## config.mk

```make
export PLATFORM = sky130hd
export DESIGN_NAME = shortest_remaining_time_scheduler
export DESIGN_NICKNAME = d
export VERILOG_FILES = /design/src/sv/srt_pkg.sv /design/src/sv/srt_ram.sv /design/src/sv/shortest_remaining_time_scheduler.sv
export SDC_FILE = /design/constraint.sdc
export NUM_CORES = 2
export LEC_CHECK = 0
export BUFFER_PORTS_ARGS = -buffer_cell sky130_fd_sc_hd__buf_2
export CAP_MARGIN = 20
export CORE_ASPECT_RATIO = 1.75
export CORE_UTILIZATION = 57
export CTS_BUF_LIST = sky130_fd_sc_hd__clkbuf_8 sky130_fd_sc_hd__clkbuf_16
export CTS_CLUSTER_DIAMETER = 40
export DETAILED_ROUTE_END_ITERATION = 8
export GPL_ROUTABILITY_DRIVEN = 0
export PLACE_DENSITY = 0.77
export REMOVE_ABC_BUFFERS = 1
export SYNTH_ARGS = -nofsm -noshare
export SYNTH_HDL_FRONTEND = slang
export SYNTH_SLANG_ARGS = --single-unit
export TNS_END_PERCENT = 5
```

## constraint.sdc

```tcl
create_clock -name clk -period 8.6 [get_ports clk]
set_clock_uncertainty 0.05 [all_clocks]
set_input_delay 0.86 -clock clk [delete_from_list [all_inputs] [get_ports clk]]
set_output_delay 0.86 -clock clk [all_outputs]
set_load 0.05 [all_outputs]
```

## src/sv/srt_pkg.sv

```systemverilog
// ----------------------------------------------------------------------------
// srt_pkg: shared types and codes for the shortest-remaining-time scheduler
// Holds the task table row layout, request opcodes, result status codes
// and the sequencer state type.
// ----------------------------------------------------------------------------
package srt_pkg;

  localparam logic OP_ARRIVE = 1'b0;
  localparam logic OP_TICK   = 1'b1;

  localparam logic [15:0] TICK_MAX = 16'hFFFF;

  typedef enum logic [1:0] {
    STAT_ACCEPTED = 2'd0,
    STAT_FULL     = 2'd1,
    STAT_RAN      = 2'd2,
    STAT_IDLE     = 2'd3
  } status_t;

  typedef enum logic [2:0] {
    S_IDLE,
    S_ARR_SCAN,
    S_TICK_SCAN,
    S_TICK_DRAIN,
    S_FINISH
  } fsm_t;

  // One task table entry as held in the slot memory.
  typedef struct packed {
    logic [7:0]  id;
    logic [15:0] arrival;
    logic [15:0] burst;
    logic [15:0] left;
    logic [15:0] start;
  } row_t;

  localparam int ROW_W = $bits(row_t);

endpackage

```

## src/sv/srt_ram.sv

```systemverilog
// ----------------------------------------------------------------------------
// srt_ram: generic simple dual-port RAM
// One write port and one read port; read data is registered.
// ----------------------------------------------------------------------------
module srt_ram #(
  parameter int WIDTH = 8,
  parameter int DEPTH = 16
) (
  input  logic                     clk,
  input  logic                     we,
  input  logic [$clog2(DEPTH)-1:0] waddr,
  input  logic [WIDTH-1:0]         wdata,
  input  logic                     re,
  input  logic [$clog2(DEPTH)-1:0] raddr,
  output logic [WIDTH-1:0]         rdata
);

  logic [WIDTH-1:0] mem_r [DEPTH];
  logic [WIDTH-1:0] rdata_r;

  always_ff @(posedge clk) begin
    if (we) begin
      mem_r[waddr] <= wdata;
    end
    if (re) begin
      rdata_r <= mem_r[raddr];
    end
  end

  assign rdata = rdata_r;

endmodule

```

## src/sv/shortest_remaining_time_scheduler.sv

```systemverilog
// ----------------------------------------------------------------------------
// shortest_remaining_time_scheduler: preemptive SRTF task scheduler
// An arrive request scans the valid bits for a free slot, one slot per cycle,
// and then registers its result in the finish state.
// A tick request does one slot-memory read per cycle, drains the read
// pipeline, then does one read-modify-write in the finish state.
// Only one request is handled at a time; new requests stall until it ends.
// Reset (synchronous, rst_n low) empties the table and zeroes the tick count.
// ----------------------------------------------------------------------------
module shortest_remaining_time_scheduler #(
  parameter int SLOTS = 16
) (
  input  logic        clk,
  input  logic        rst_n,
  // request channel
  input  logic        in_valid,
  output logic        in_stall,
  input  logic        in_opcode,
  input  logic [7:0]  in_task_id,
  input  logic [15:0] in_burst,
  // result channel
  output logic        out_valid,
  input  logic        out_stall,
  output logic [1:0]  out_status,
  output logic [7:0]  out_run_id,
  output logic        out_finished,
  output logic [15:0] out_start_tick,
  output logic [15:0] out_wait_ticks
);

  localparam int IdxW = $clog2(SLOTS);
  localparam logic [IdxW-1:0] LastIdx = IdxW'(SLOTS - 1);

  // --------------------------------------------------------------------------
  // State. The per-slot payload (id, arrival, burst, remaining time, start
  // tick) lives in one slot memory. Only the valid bits are flip-flops, so
  // reset empties the table at once without a clearing pass.
  // --------------------------------------------------------------------------
  srt_pkg::fsm_t    state_r, state_nxt;
  logic [SLOTS-1:0] valid_r, valid_nxt;
  logic [15:0]      now_tick_r, now_tick_nxt;
  logic [IdxW-1:0]  idx_r, idx_nxt;
  logic             rd_vld_r, rd_vld_nxt;

  // Captured request.
  logic             op_r;
  logic [7:0]       id_r;
  logic [15:0]      burst_r;

  // Scan results.
  logic             free_found_r, free_found_nxt;
  logic             have_best_r, have_best_nxt;
  logic [IdxW-1:0]  best_idx_r, best_idx_nxt;
  srt_pkg::row_t    best_row_r, best_row_nxt;
  logic [IdxW-1:0]  rd_idx_r;

  // Result register.
  logic             out_valid_r, out_valid_nxt;
  srt_pkg::status_t out_status_r, out_status_nxt;
  logic [7:0]       out_run_id_r, out_run_id_nxt;
  logic             out_finished_r, out_finished_nxt;
  logic [15:0]      out_start_r, out_start_nxt;
  logic [15:0]      out_wait_r, out_wait_nxt;

  // Slot memory port signals.
  logic                       ram_we, ram_re;
  logic [IdxW-1:0]            ram_waddr;
  srt_pkg::row_t              ram_wrow, rd_row;
  logic [srt_pkg::ROW_W-1:0]  ram_rdata;

  srt_ram #(
    .WIDTH (srt_pkg::ROW_W),
    .DEPTH (SLOTS)
  ) u_slot_ram (
    .clk   (clk),
    .we    (ram_we),
    .waddr (ram_waddr),
    .wdata (ram_wrow),
    .re    (ram_re),
    .raddr (idx_r),
    .rdata (ram_rdata)
  );

  assign rd_row = srt_pkg::row_t'(ram_rdata);

  // --------------------------------------------------------------------------
  // Finish-cycle arithmetic for a tick request, from the winning row.
  // The finish tick is the next tick count (saturating). The waiting time is
  // formed in 18 bits so that a negative result, possible only after the
  // counter saturates, can be clamped to zero.
  // --------------------------------------------------------------------------
  logic [15:0] next_tick;
  logic [15:0] left_new, start_new;
  logic        task_done;
  logic [17:0] wait_full;
  logic [15:0] burst_eff;
  logic        in_acc, out_free, take_best;

  assign next_tick = (now_tick_r == srt_pkg::TICK_MAX) ? now_tick_r : now_tick_r + 16'd1;
  assign start_new = (best_row_r.left == best_row_r.burst) ? now_tick_r : best_row_r.start;
  assign left_new  = (best_row_r.left == 16'd0) ? 16'd0 : best_row_r.left - 16'd1;
  assign task_done = (left_new == 16'd0);
  assign wait_full = {2'b00, next_tick} - {2'b00, best_row_r.burst}
                   - {2'b00, best_row_r.arrival};
  // A zero burst is stored as one tick of work.
  assign burst_eff = (burst_r == 16'd0) ? 16'd1 : burst_r;

  // New requests are taken only while the sequencer is idle.
  assign in_stall = (state_r != srt_pkg::S_IDLE);
  assign in_acc   = in_valid && !in_stall;
  assign out_free = !out_valid_r || !out_stall;

  // A returning read competes for the best slot: strictly less remaining
  // time wins, so on a tie the lower slot, seen first, is kept.
  assign take_best = rd_vld_r && valid_r[rd_idx_r]
                   && (!have_best_r || (rd_row.left < best_row_r.left));

  // --------------------------------------------------------------------------
  // Sequencer. Reads happen only during the tick scan and the single write
  // happens only in the finish cycle, so the memory never sees a read and a
  // write to the same slot overlap; no forwarding path is needed.
  // --------------------------------------------------------------------------
  always_comb begin
    state_nxt        = state_r;
    valid_nxt        = valid_r;
    now_tick_nxt     = now_tick_r;
    idx_nxt          = idx_r;
    rd_vld_nxt       = 1'b0;
    free_found_nxt   = free_found_r;
    have_best_nxt    = have_best_r;
    best_idx_nxt     = best_idx_r;
    best_row_nxt     = best_row_r;
    out_valid_nxt    = out_valid_r && out_stall;
    out_status_nxt   = out_status_r;
    out_run_id_nxt   = out_run_id_r;
    out_finished_nxt = out_finished_r;
    out_start_nxt    = out_start_r;
    out_wait_nxt     = out_wait_r;
    ram_we           = 1'b0;
    ram_re           = 1'b0;
    ram_waddr        = best_idx_r;
    ram_wrow         = best_row_r;

    if (take_best) begin
      have_best_nxt = 1'b1;
      best_idx_nxt  = rd_idx_r;
      best_row_nxt  = rd_row;
    end

    case (state_r)
      srt_pkg::S_IDLE: begin
        if (in_acc) begin
          idx_nxt        = '0;
          have_best_nxt  = 1'b0;
          free_found_nxt = 1'b0;
          state_nxt      = (in_opcode == srt_pkg::OP_TICK) ? srt_pkg::S_TICK_SCAN
                                                           : srt_pkg::S_ARR_SCAN;
        end
      end

      srt_pkg::S_ARR_SCAN: begin
        if (!valid_r[idx_r]) begin
          free_found_nxt = 1'b1;
          best_idx_nxt   = idx_r;
          state_nxt      = srt_pkg::S_FINISH;
        end else if (idx_r == LastIdx) begin
          state_nxt = srt_pkg::S_FINISH;
        end else begin
          idx_nxt = idx_r + IdxW'(1);
        end
      end

      srt_pkg::S_TICK_SCAN: begin
        ram_re     = 1'b1;
        rd_vld_nxt = 1'b1;
        if (idx_r == LastIdx) begin
          state_nxt = srt_pkg::S_TICK_DRAIN;
        end else begin
          idx_nxt = idx_r + IdxW'(1);
        end
      end

      srt_pkg::S_TICK_DRAIN: begin
        state_nxt = srt_pkg::S_FINISH;
      end

      srt_pkg::S_FINISH: begin
        if (out_free) begin
          state_nxt        = srt_pkg::S_IDLE;
          out_valid_nxt    = 1'b1;
          out_finished_nxt = 1'b0;
          out_start_nxt    = 16'd0;
          out_wait_nxt     = 16'd0;
          if (op_r == srt_pkg::OP_ARRIVE) begin
            out_run_id_nxt = id_r;
            if (free_found_r) begin
              out_status_nxt        = srt_pkg::STAT_ACCEPTED;
              ram_we                = 1'b1;
              ram_wrow.id           = id_r;
              ram_wrow.arrival      = now_tick_r;
              ram_wrow.burst        = burst_eff;
              ram_wrow.left         = burst_eff;
              ram_wrow.start        = 16'd0;
              valid_nxt[best_idx_r] = 1'b1;
            end else begin
              out_status_nxt = srt_pkg::STAT_FULL;
            end
          end else begin
            now_tick_nxt = next_tick;
            if (!have_best_r) begin
              out_status_nxt = srt_pkg::STAT_IDLE;
              out_run_id_nxt = 8'd0;
            end else begin
              out_status_nxt = srt_pkg::STAT_RAN;
              out_run_id_nxt = best_row_r.id;
              ram_we         = 1'b1;
              ram_wrow.left  = left_new;
              ram_wrow.start = start_new;
              if (task_done) begin
                out_finished_nxt      = 1'b1;
                out_start_nxt         = start_new;
                out_wait_nxt          = wait_full[17] ? 16'd0 : wait_full[15:0];
                valid_nxt[best_idx_r] = 1'b0;
              end
            end
          end
        end
      end

      default: begin
        state_nxt = srt_pkg::S_IDLE;
      end
    endcase
  end

  // Control registers.
  always_ff @(posedge clk) begin
    if (!rst_n) begin
      state_r     <= srt_pkg::S_IDLE;
      valid_r     <= '0;
      now_tick_r  <= 16'd0;
      rd_vld_r    <= 1'b0;
      out_valid_r <= 1'b0;
    end else begin
      state_r     <= state_nxt;
      valid_r     <= valid_nxt;
      now_tick_r  <= now_tick_nxt;
      rd_vld_r    <= rd_vld_nxt;
      out_valid_r <= out_valid_nxt;
    end
  end

  // Datapath registers.
  always_ff @(posedge clk) begin
    if (in_acc) begin
      op_r    <= in_opcode;
      id_r    <= in_task_id;
      burst_r <= in_burst;
    end
    idx_r          <= idx_nxt;
    rd_idx_r       <= idx_r;
    free_found_r   <= free_found_nxt;
    have_best_r    <= have_best_nxt;
    best_idx_r     <= best_idx_nxt;
    best_row_r     <= best_row_nxt;
    out_status_r   <= out_status_nxt;
    out_run_id_r   <= out_run_id_nxt;
    out_finished_r <= out_finished_nxt;
    out_start_r    <= out_start_nxt;
    out_wait_r     <= out_wait_nxt;
  end

  assign out_valid      = out_valid_r;
  assign out_status     = out_status_r;
  assign out_run_id     = out_run_id_r;
  assign out_finished   = out_finished_r;
  assign out_start_tick = out_start_r;
  assign out_wait_ticks = out_wait_r;

  // --------------------------------------------------------------------------
  // Checks.
  // --------------------------------------------------------------------------
  // The memory is never read and written in the same cycle.
  a_no_rw_overlap: assert property (@(posedge clk) disable iff (!rst_n)
    !(ram_we && ram_re))
    else $error("slot memory read and write overlap");

  // Returning read data only arrives during the tick scan or its drain.
  a_read_in_scan: assert property (@(posedge clk) disable iff (!rst_n)
    rd_vld_r |-> (state_r == srt_pkg::S_TICK_SCAN || state_r == srt_pkg::S_TICK_DRAIN))
    else $error("stray slot memory read data");

  // The tick counter never runs backwards.
  a_tick_monotonic: assert property (@(posedge clk) disable iff (!rst_n)
    1'b1 |=> (now_tick_r >= $past(now_tick_r)))
    else $error("tick counter decreased");

  // A reported finish frees a slot in the same cycle it is reported.
  a_finish_frees: assert property (@(posedge clk) disable iff (!rst_n)
    (state_r == srt_pkg::S_FINISH && out_free && op_r == srt_pkg::OP_TICK
     && have_best_r && task_done) |=> !valid_r[$past(best_idx_r)])
    else $error("finished task still holds its slot");

endmodule

```

Word level (Yosys, flattened, before mapping):

Memory sizes are Yosys's and may differ from the RTL's. A register that Yosys moved wholly into a read port is not among the register bits.
Cells that the tools add are included.

* logic and storage cells: 139
* memory bits (writable): 1152
* register bits after elaboration: 191
* bits of input ports: 29
* output and inout bits: 45
* memories: 1

* $add $sub $neg: 5
* $lt $le $gt $ge: 5
* bitwise logic cells: 6
* mux-type cells: 56
* reduce and logical (&&, ||, !) cells: 28
* equal/unequal tests: 15

Memory list
* u_slot_ram.mem_r: words 16, bits a word 72, read ports 1, clocked after Yosys merged registers in 1, wr ports 1, RTL line srt_ram.sv:18 `logic [WIDTH-1:0] mem_r [DEPTH];`

Operators by type and width (count)
* 72-bit 2-to-1 mux: 3
* 16-bit 2-to-1 mux: 8
* 32-bit 2-to-1 mux: 2
* 16-bit zero test: 3
* 40-bit 2-to-1 mux: 1
* 4-bit 2-to-1 mux: 6
* 1-bit 2-to-1 mux: 21
* 17-bit by 17-bit subtractor with 18-bit output: 1
* 16-bit by 16-bit subtractor with 17-bit output: 1
* 16-bit by 1-bit adder with 16-bit output (second input constant): 1
* 16-bit AND: 1
* 16-bit equality test: 1
* 16-bit equality test (second input constant): 1
* 16-bit < comparator: 1
* 8-bit 2-to-1 mux: 2
* 16-bit inverter: 1
* 16-bit OR: 1
* 16-bit by 1-bit subtractor with 16-bit output (second input constant): 1
* 4-bit by 5-bit < comparator with 1-bit output (second input constant): 3
* 3-bit 2-to-1 mux: 5
* 3-bit one-hot mux with 5 select lines: 1
* 4-bit one-hot mux with 3 select lines: 1
* 3-bit AND reduction: 4
* 2-bit != test (second input constant): 5
* other kinds (23): 40

Longest topological paths before layout:

* word-level depth: 9
* mapped depth: 28
* gate-level depth less buffers: 24

Cells and area by module:

From an unflattened synthesis, not the netlist that was laid out.

* cells, all modules: 2902
* area total of the unflattened synthesis: 55983.7 um2

By module, submodules not included
* srt_ram: times used 1, area each 45268.4 um2, cells each 1850, seq. area each 36755.3 um2
* shortest_remaining_time_scheduler: times used 1, area each 10715.3 um2, cells each 1052, seq. area each 5275.1 um2

Worst setup path before layout:

Ideal clock, no wire load.

* path type: in2reg
* start point: input out_stall
* end point: register with a tool-made name
* library setup time: 103 ps
* stages: 8
* data required time: 8447 ps
* buffers on the path: 0
* arrival: 8283 ps
* setup slack: 165 ps
* cell sequence: nand2_1 -> nand3_1 -> clkinv_1 -> o21ai_1 -> or3_1 -> nor3_1 -> a21oi_1 -> a311oi_1

RTL lines
* from (decl): RTL line shortest_remaining_time_scheduler.sv:23 `input logic out_stall,`

Worst setup path after layout:

* start point: register now_tick_r[0]
* end point: register out_wait_r[12] (netlist: out_wait_ticks[12]), data pin

* word-level cells in the longest chain between the ends: 5

RTL lines
* from (decl): RTL line shortest_remaining_time_scheduler.sv:41 `logic [15:0] now_tick_r, now_tick_nxt;`
* from (signal assigned): RTL line shortest_remaining_time_scheduler.sv:247 `now_tick_r <= now_tick_nxt;`
* 16-bit by 1-bit adder with 16-bit output or 16-bit equality test (tied branches): RTL line shortest_remaining_time_scheduler.sv:99 `assign next_tick = (now_tick_r == srt_pkg::TICK_MAX) ? now_tick_r : now_tick_r + 16'd1;`
* 16-bit 2-to-1 mux *: RTL line shortest_remaining_time_scheduler.sv:99
* net next_tick[1]: RTL line shortest_remaining_time_scheduler.sv:92 `logic [15:0] next_tick;`
* 16-bit by 16-bit subtractor with 17-bit output *: RTL line shortest_remaining_time_scheduler.sv:103 `assign wait_full = {2'b00, next_tick} - {2'b00, best_row_r.burst}`
* 17-bit by 17-bit subtractor with 18-bit output *: RTL line shortest_remaining_time_scheduler.sv:104 `- {2'b00, best_row_r.arrival};`
* 4-bit OR reduction (no line)
* to (signal assigned): RTL line shortest_remaining_time_scheduler.sv:270 `out_wait_r <= out_wait_nxt;`
* to (decl): RTL line shortest_remaining_time_scheduler.sv:63 `logic [15:0] out_wait_r, out_wait_nxt;`

Mark *: on every way through the listed nets, which the timed path passes. The rest lies on a longest branch.
A chain may end at the register's enable or synchronous reset.

==> flow_summary.ini <==
[status]
outcome = complete, no violations

[cts]
cts_setup_buffers = 0
htreeDepth = 4
hold_buffers = 0
cts_tree = yes
clockRootBuffer = clkbuf_16
clock_sinks = 1415
cts_buffers = 130
cts.clk_slew.worst_paths_ns = 0.07
cts_resized = 0
cts.path.max_buffers = 3
clk_latency_ns = 0.77

[setup_path]
cp.arrival_ns = 7.44
crit_family = simple AND/OR/NAND/NOR gates
slowest_delay_ns = 0.78
crit_type = register to register
crit_cells = 24
cp_cell_sequence = ha_1, and3_1, nand4_1, or4_1, mux2i_1, inv_1, ha_1, nor2b_1, o31a_1, or2_2, a31oi_1, o21bai_1, a21o_1, a21oi_1, xnor2_1, ha_1, nand2_1, nor2_1, and3_1, a221oi_1, nor2_1, nor4_1, or4_1, nor3_1
end_kind = register
r2r_cells = 24
slowest_stage = or4_1
required_ns = 9.03
crit_buf_inv = 1
cp-start-kind = register
crit_fanout = 16
cp_common_cell = ha_1

[routing]
met2_length_mm = 72.90
vias = 29404
wl_mm = 142.6
met1Wirelength_mm = 48.59
wl_per_cell_um = 33.04
drcViolationCount = 0
ant_nets = 0
top_layer = met5
dr_wl_met3_mm = 13.55
via_per_inst = 6.814
drt_iter0_drc = 4250
drt_pass1_iterations = 6

[global_routing]
gr-total-overflow = 0
grt_first_pass_wirelength_mm = 203.7
antenna_found_initial = 3
gr-usage-all-layers_pct = 29.32
grt_max_degree = 162
grt_pass1_vias = 30082

[flow_run]
maxCapViolCount = 0

[logic_synthesis]
synth-seq-area-share_pct = 75.25
synth-xor-area-share_pct = 0.9251
synth_adder_area_share_pct = 1.192
synth_area_leaders = edfxtp_1, mux4_2, dfxtp_1
synth-simple-area-share_pct = 3.076
yosys.area.top_type = edfxtp_1
synth_seq_cells = 1415
synth_edf_count = 1369
synth_compound_area_share_pct = 2.939
syn_avg_cell_area_um2 = 20.30
syn_area_um2 = 55860
synthArstFlopShare_pct = 0
yosys_warnings = 0
synth_ff_type = edfxtp_1
yosys.cell_types.count = 68
syn_inst = 2751
synth_top_area_share_pct = 73.60
synth_top_family_by_area = multiplexers
synthMuxAreaShare_pct = 15.14

[floorplanning]
start_util_pct = 57.63
fp.dieArea_um2 = 99300
coreArea_um2 = 96920
die_x_um = 238.6
pin_count = 74
die_y_um = 416.1
num_rows = 151

[placed_design]
placed_area_um2 = 58130
port_buffers = 73
dp_hpwl_mm = 77.01

[finish]
nets = 2990
drive_gt1_share_pct = 25.41
area_growth_pct = 12.02
fin_area_um2 = 62570
final_util_pct = 64.55

[sta]
maxSlewHeadroom_pct = 15.83
hold_viol = 0
setup_tns_ns = 0
period_share_pct = 81.48
drv_slew = 0
finalCriticalPeriod_ns = 7.008
rsz0062_at_grt = no
fmax_ghz = 0.1427
setup_violations = 0
tightest_slew_ns = 1.254

[power]
p_total_mw = 14.53
p_leak_nw = 20.08
p_per_area_nw_per_um2 = 232.2
ir_worst_vdd_mv = 0.2665

[min_path]
min_path_cells = 1
holdCritPathClass = input pin to register
==> layout by cell type, fill, tap and decap left out, drive strengths merged, types with 6 or more instances in the layout <==
master	synthesis	final
a22o	20	20
a22oi	9	9
mux4	370	370
nand3	27	27
nand2b	10	10
inv	68	115
nand4	7	7
edfxtp	1369	1369
nor2b	7	7
nor2	84	84
a21o	10	10
o21bai	7	7
ha	50	50
o31a	6	6
a31oi	18	18
o21a	6	6
clkinv	1	39
buf	27	171
a21oi	57	57
nor3	38	38
xnor2	29	29
nor4	16	16
nand2	136	136
and3	10	10
xor2	30	30
bufinv	0	11
mux2i	10	10
dfxtp	46	46
clkbuf	118	136
or3	9	9
o21ai	91	91
==> Yosys cell counts, types with 16 or more instances <==
cell type,instances
nand2_1,136
ha_1,50
xnor2_1,29
edfxtp_1,1369
dfxtp_1,46
inv_1,68
nor3_1,37
nor4_1,16
o21ai_0,90
buf_1,22
mux4_2,370
xor2_1,30
a22o_1,20
clkbuf_1,118
nand3_1,27
a31oi_1,18
a21oi_1,57
nor2_1,83
==> kinds of logic after synthesis <==
group,Yosys count
fa+ha+maj,52
simple gates,369
xor+xnor,59
flops,1415
mux,382
buf+inv,214
compound gates,260
==> layout make-up <==
class | instances | area [µm²]
multi-input combinational | 1122 | 13140
clock buffer | 136 | 3347
sequential | 1415 | 42030
fill | 6116 | 34350
clock inverter | 101 | 1012
tap | 1300 | 1627
inverter | 69 | 259.0
antenna | 1 | 2.502
timing repair buffer | 171 | 1151
==> registers in the layout, summed over array words and instances (netlist names), 2 cells and up, named ones only <==
register,flops
best_idx_r,4
best_row_r,72
burst_r,16
id_r,8
idx_r,4
now_tick_r,16
out_run_id,8
out_start_tick,16
out_status,2
out_wait_ticks,16
rd_idx_r,4
state_r,3
u_slot_ram.mem_r,1152
u_slot_ram.rdata,72
==> path summary, 6_finish.rpt <==
kind / start / slack (ns) / to
worst max register to register: now_tick_r[0]$_SDFFE_PN0P_ / 1.59 / out_wait_ticks[12]$_SDFFCE_PP0P_
worst max-delay path: now_tick_r[0]$_SDFFE_PN0P_ / 1.59 / out_wait_ticks[12]$_SDFFCE_PP0P_
worst min register to register: u_slot_ram.rdata[44]$_DFFE_PP_ / 0.37 / best_row_r[44]$_DFFE_PP_
worst min-delay path: in_burst[12] / 0.21 / burst_r[12]$_DFFE_PP_
==> per-stage QoR <==
step                hold slack [ns]  worst slack, ns  std cells
floorplan                    0.3503           -4.764       2606
global placement             0.3545            1.901       4064
detailed placement           0.3545            1.768       4069
CTS                          0.1798            1.744       4306
global route                 0.1804            1.168       4314
finish                       0.2140            1.592       4315
==> metal layers <==
| layer | track usage, % | vias up |
|---|---|---|
| li1 | - | 11589 |
| met1 | 37.15 | 15180 |
| met2 | 49.10 | 2149 |
| met3 | 5.348 | 482 |
| met4 | 14.00 | 4 |
| met5 | 0 | - |
==> worst reg2reg max path, cell delays in order, from the launching register on <==
cell	delay (ns)
dfxtp_1	0.50
ha_1	0.25
and3_1	0.21
nand4_1	0.18
or4_1	0.79
mux2i_1	0.42
inv_1	0.09
ha_1	0.27
nor2b_1	0.14
o31a_1	0.25
or2_2	0.29
a31oi_1	0.41
o21bai_1	0.16
a21o_1	0.20
a21oi_1	0.16
xnor2_1	0.14
ha_1	0.31
nand2_1	0.13
nor2_1	0.06
and3_1	0.19
a221oi_1	0.51
nor2_1	0.13
nor4_1	0.23
or4_1	0.53
nor3_1	0.15
==> power breakdown <==
group,internal (mW),switching [mW]
sequential,7.57,0.0679
clock,3.23,2.65
combinational,0.507,0.509
total,11.3,3.22
No activity file was read; power rests on OpenSTA's default activity.
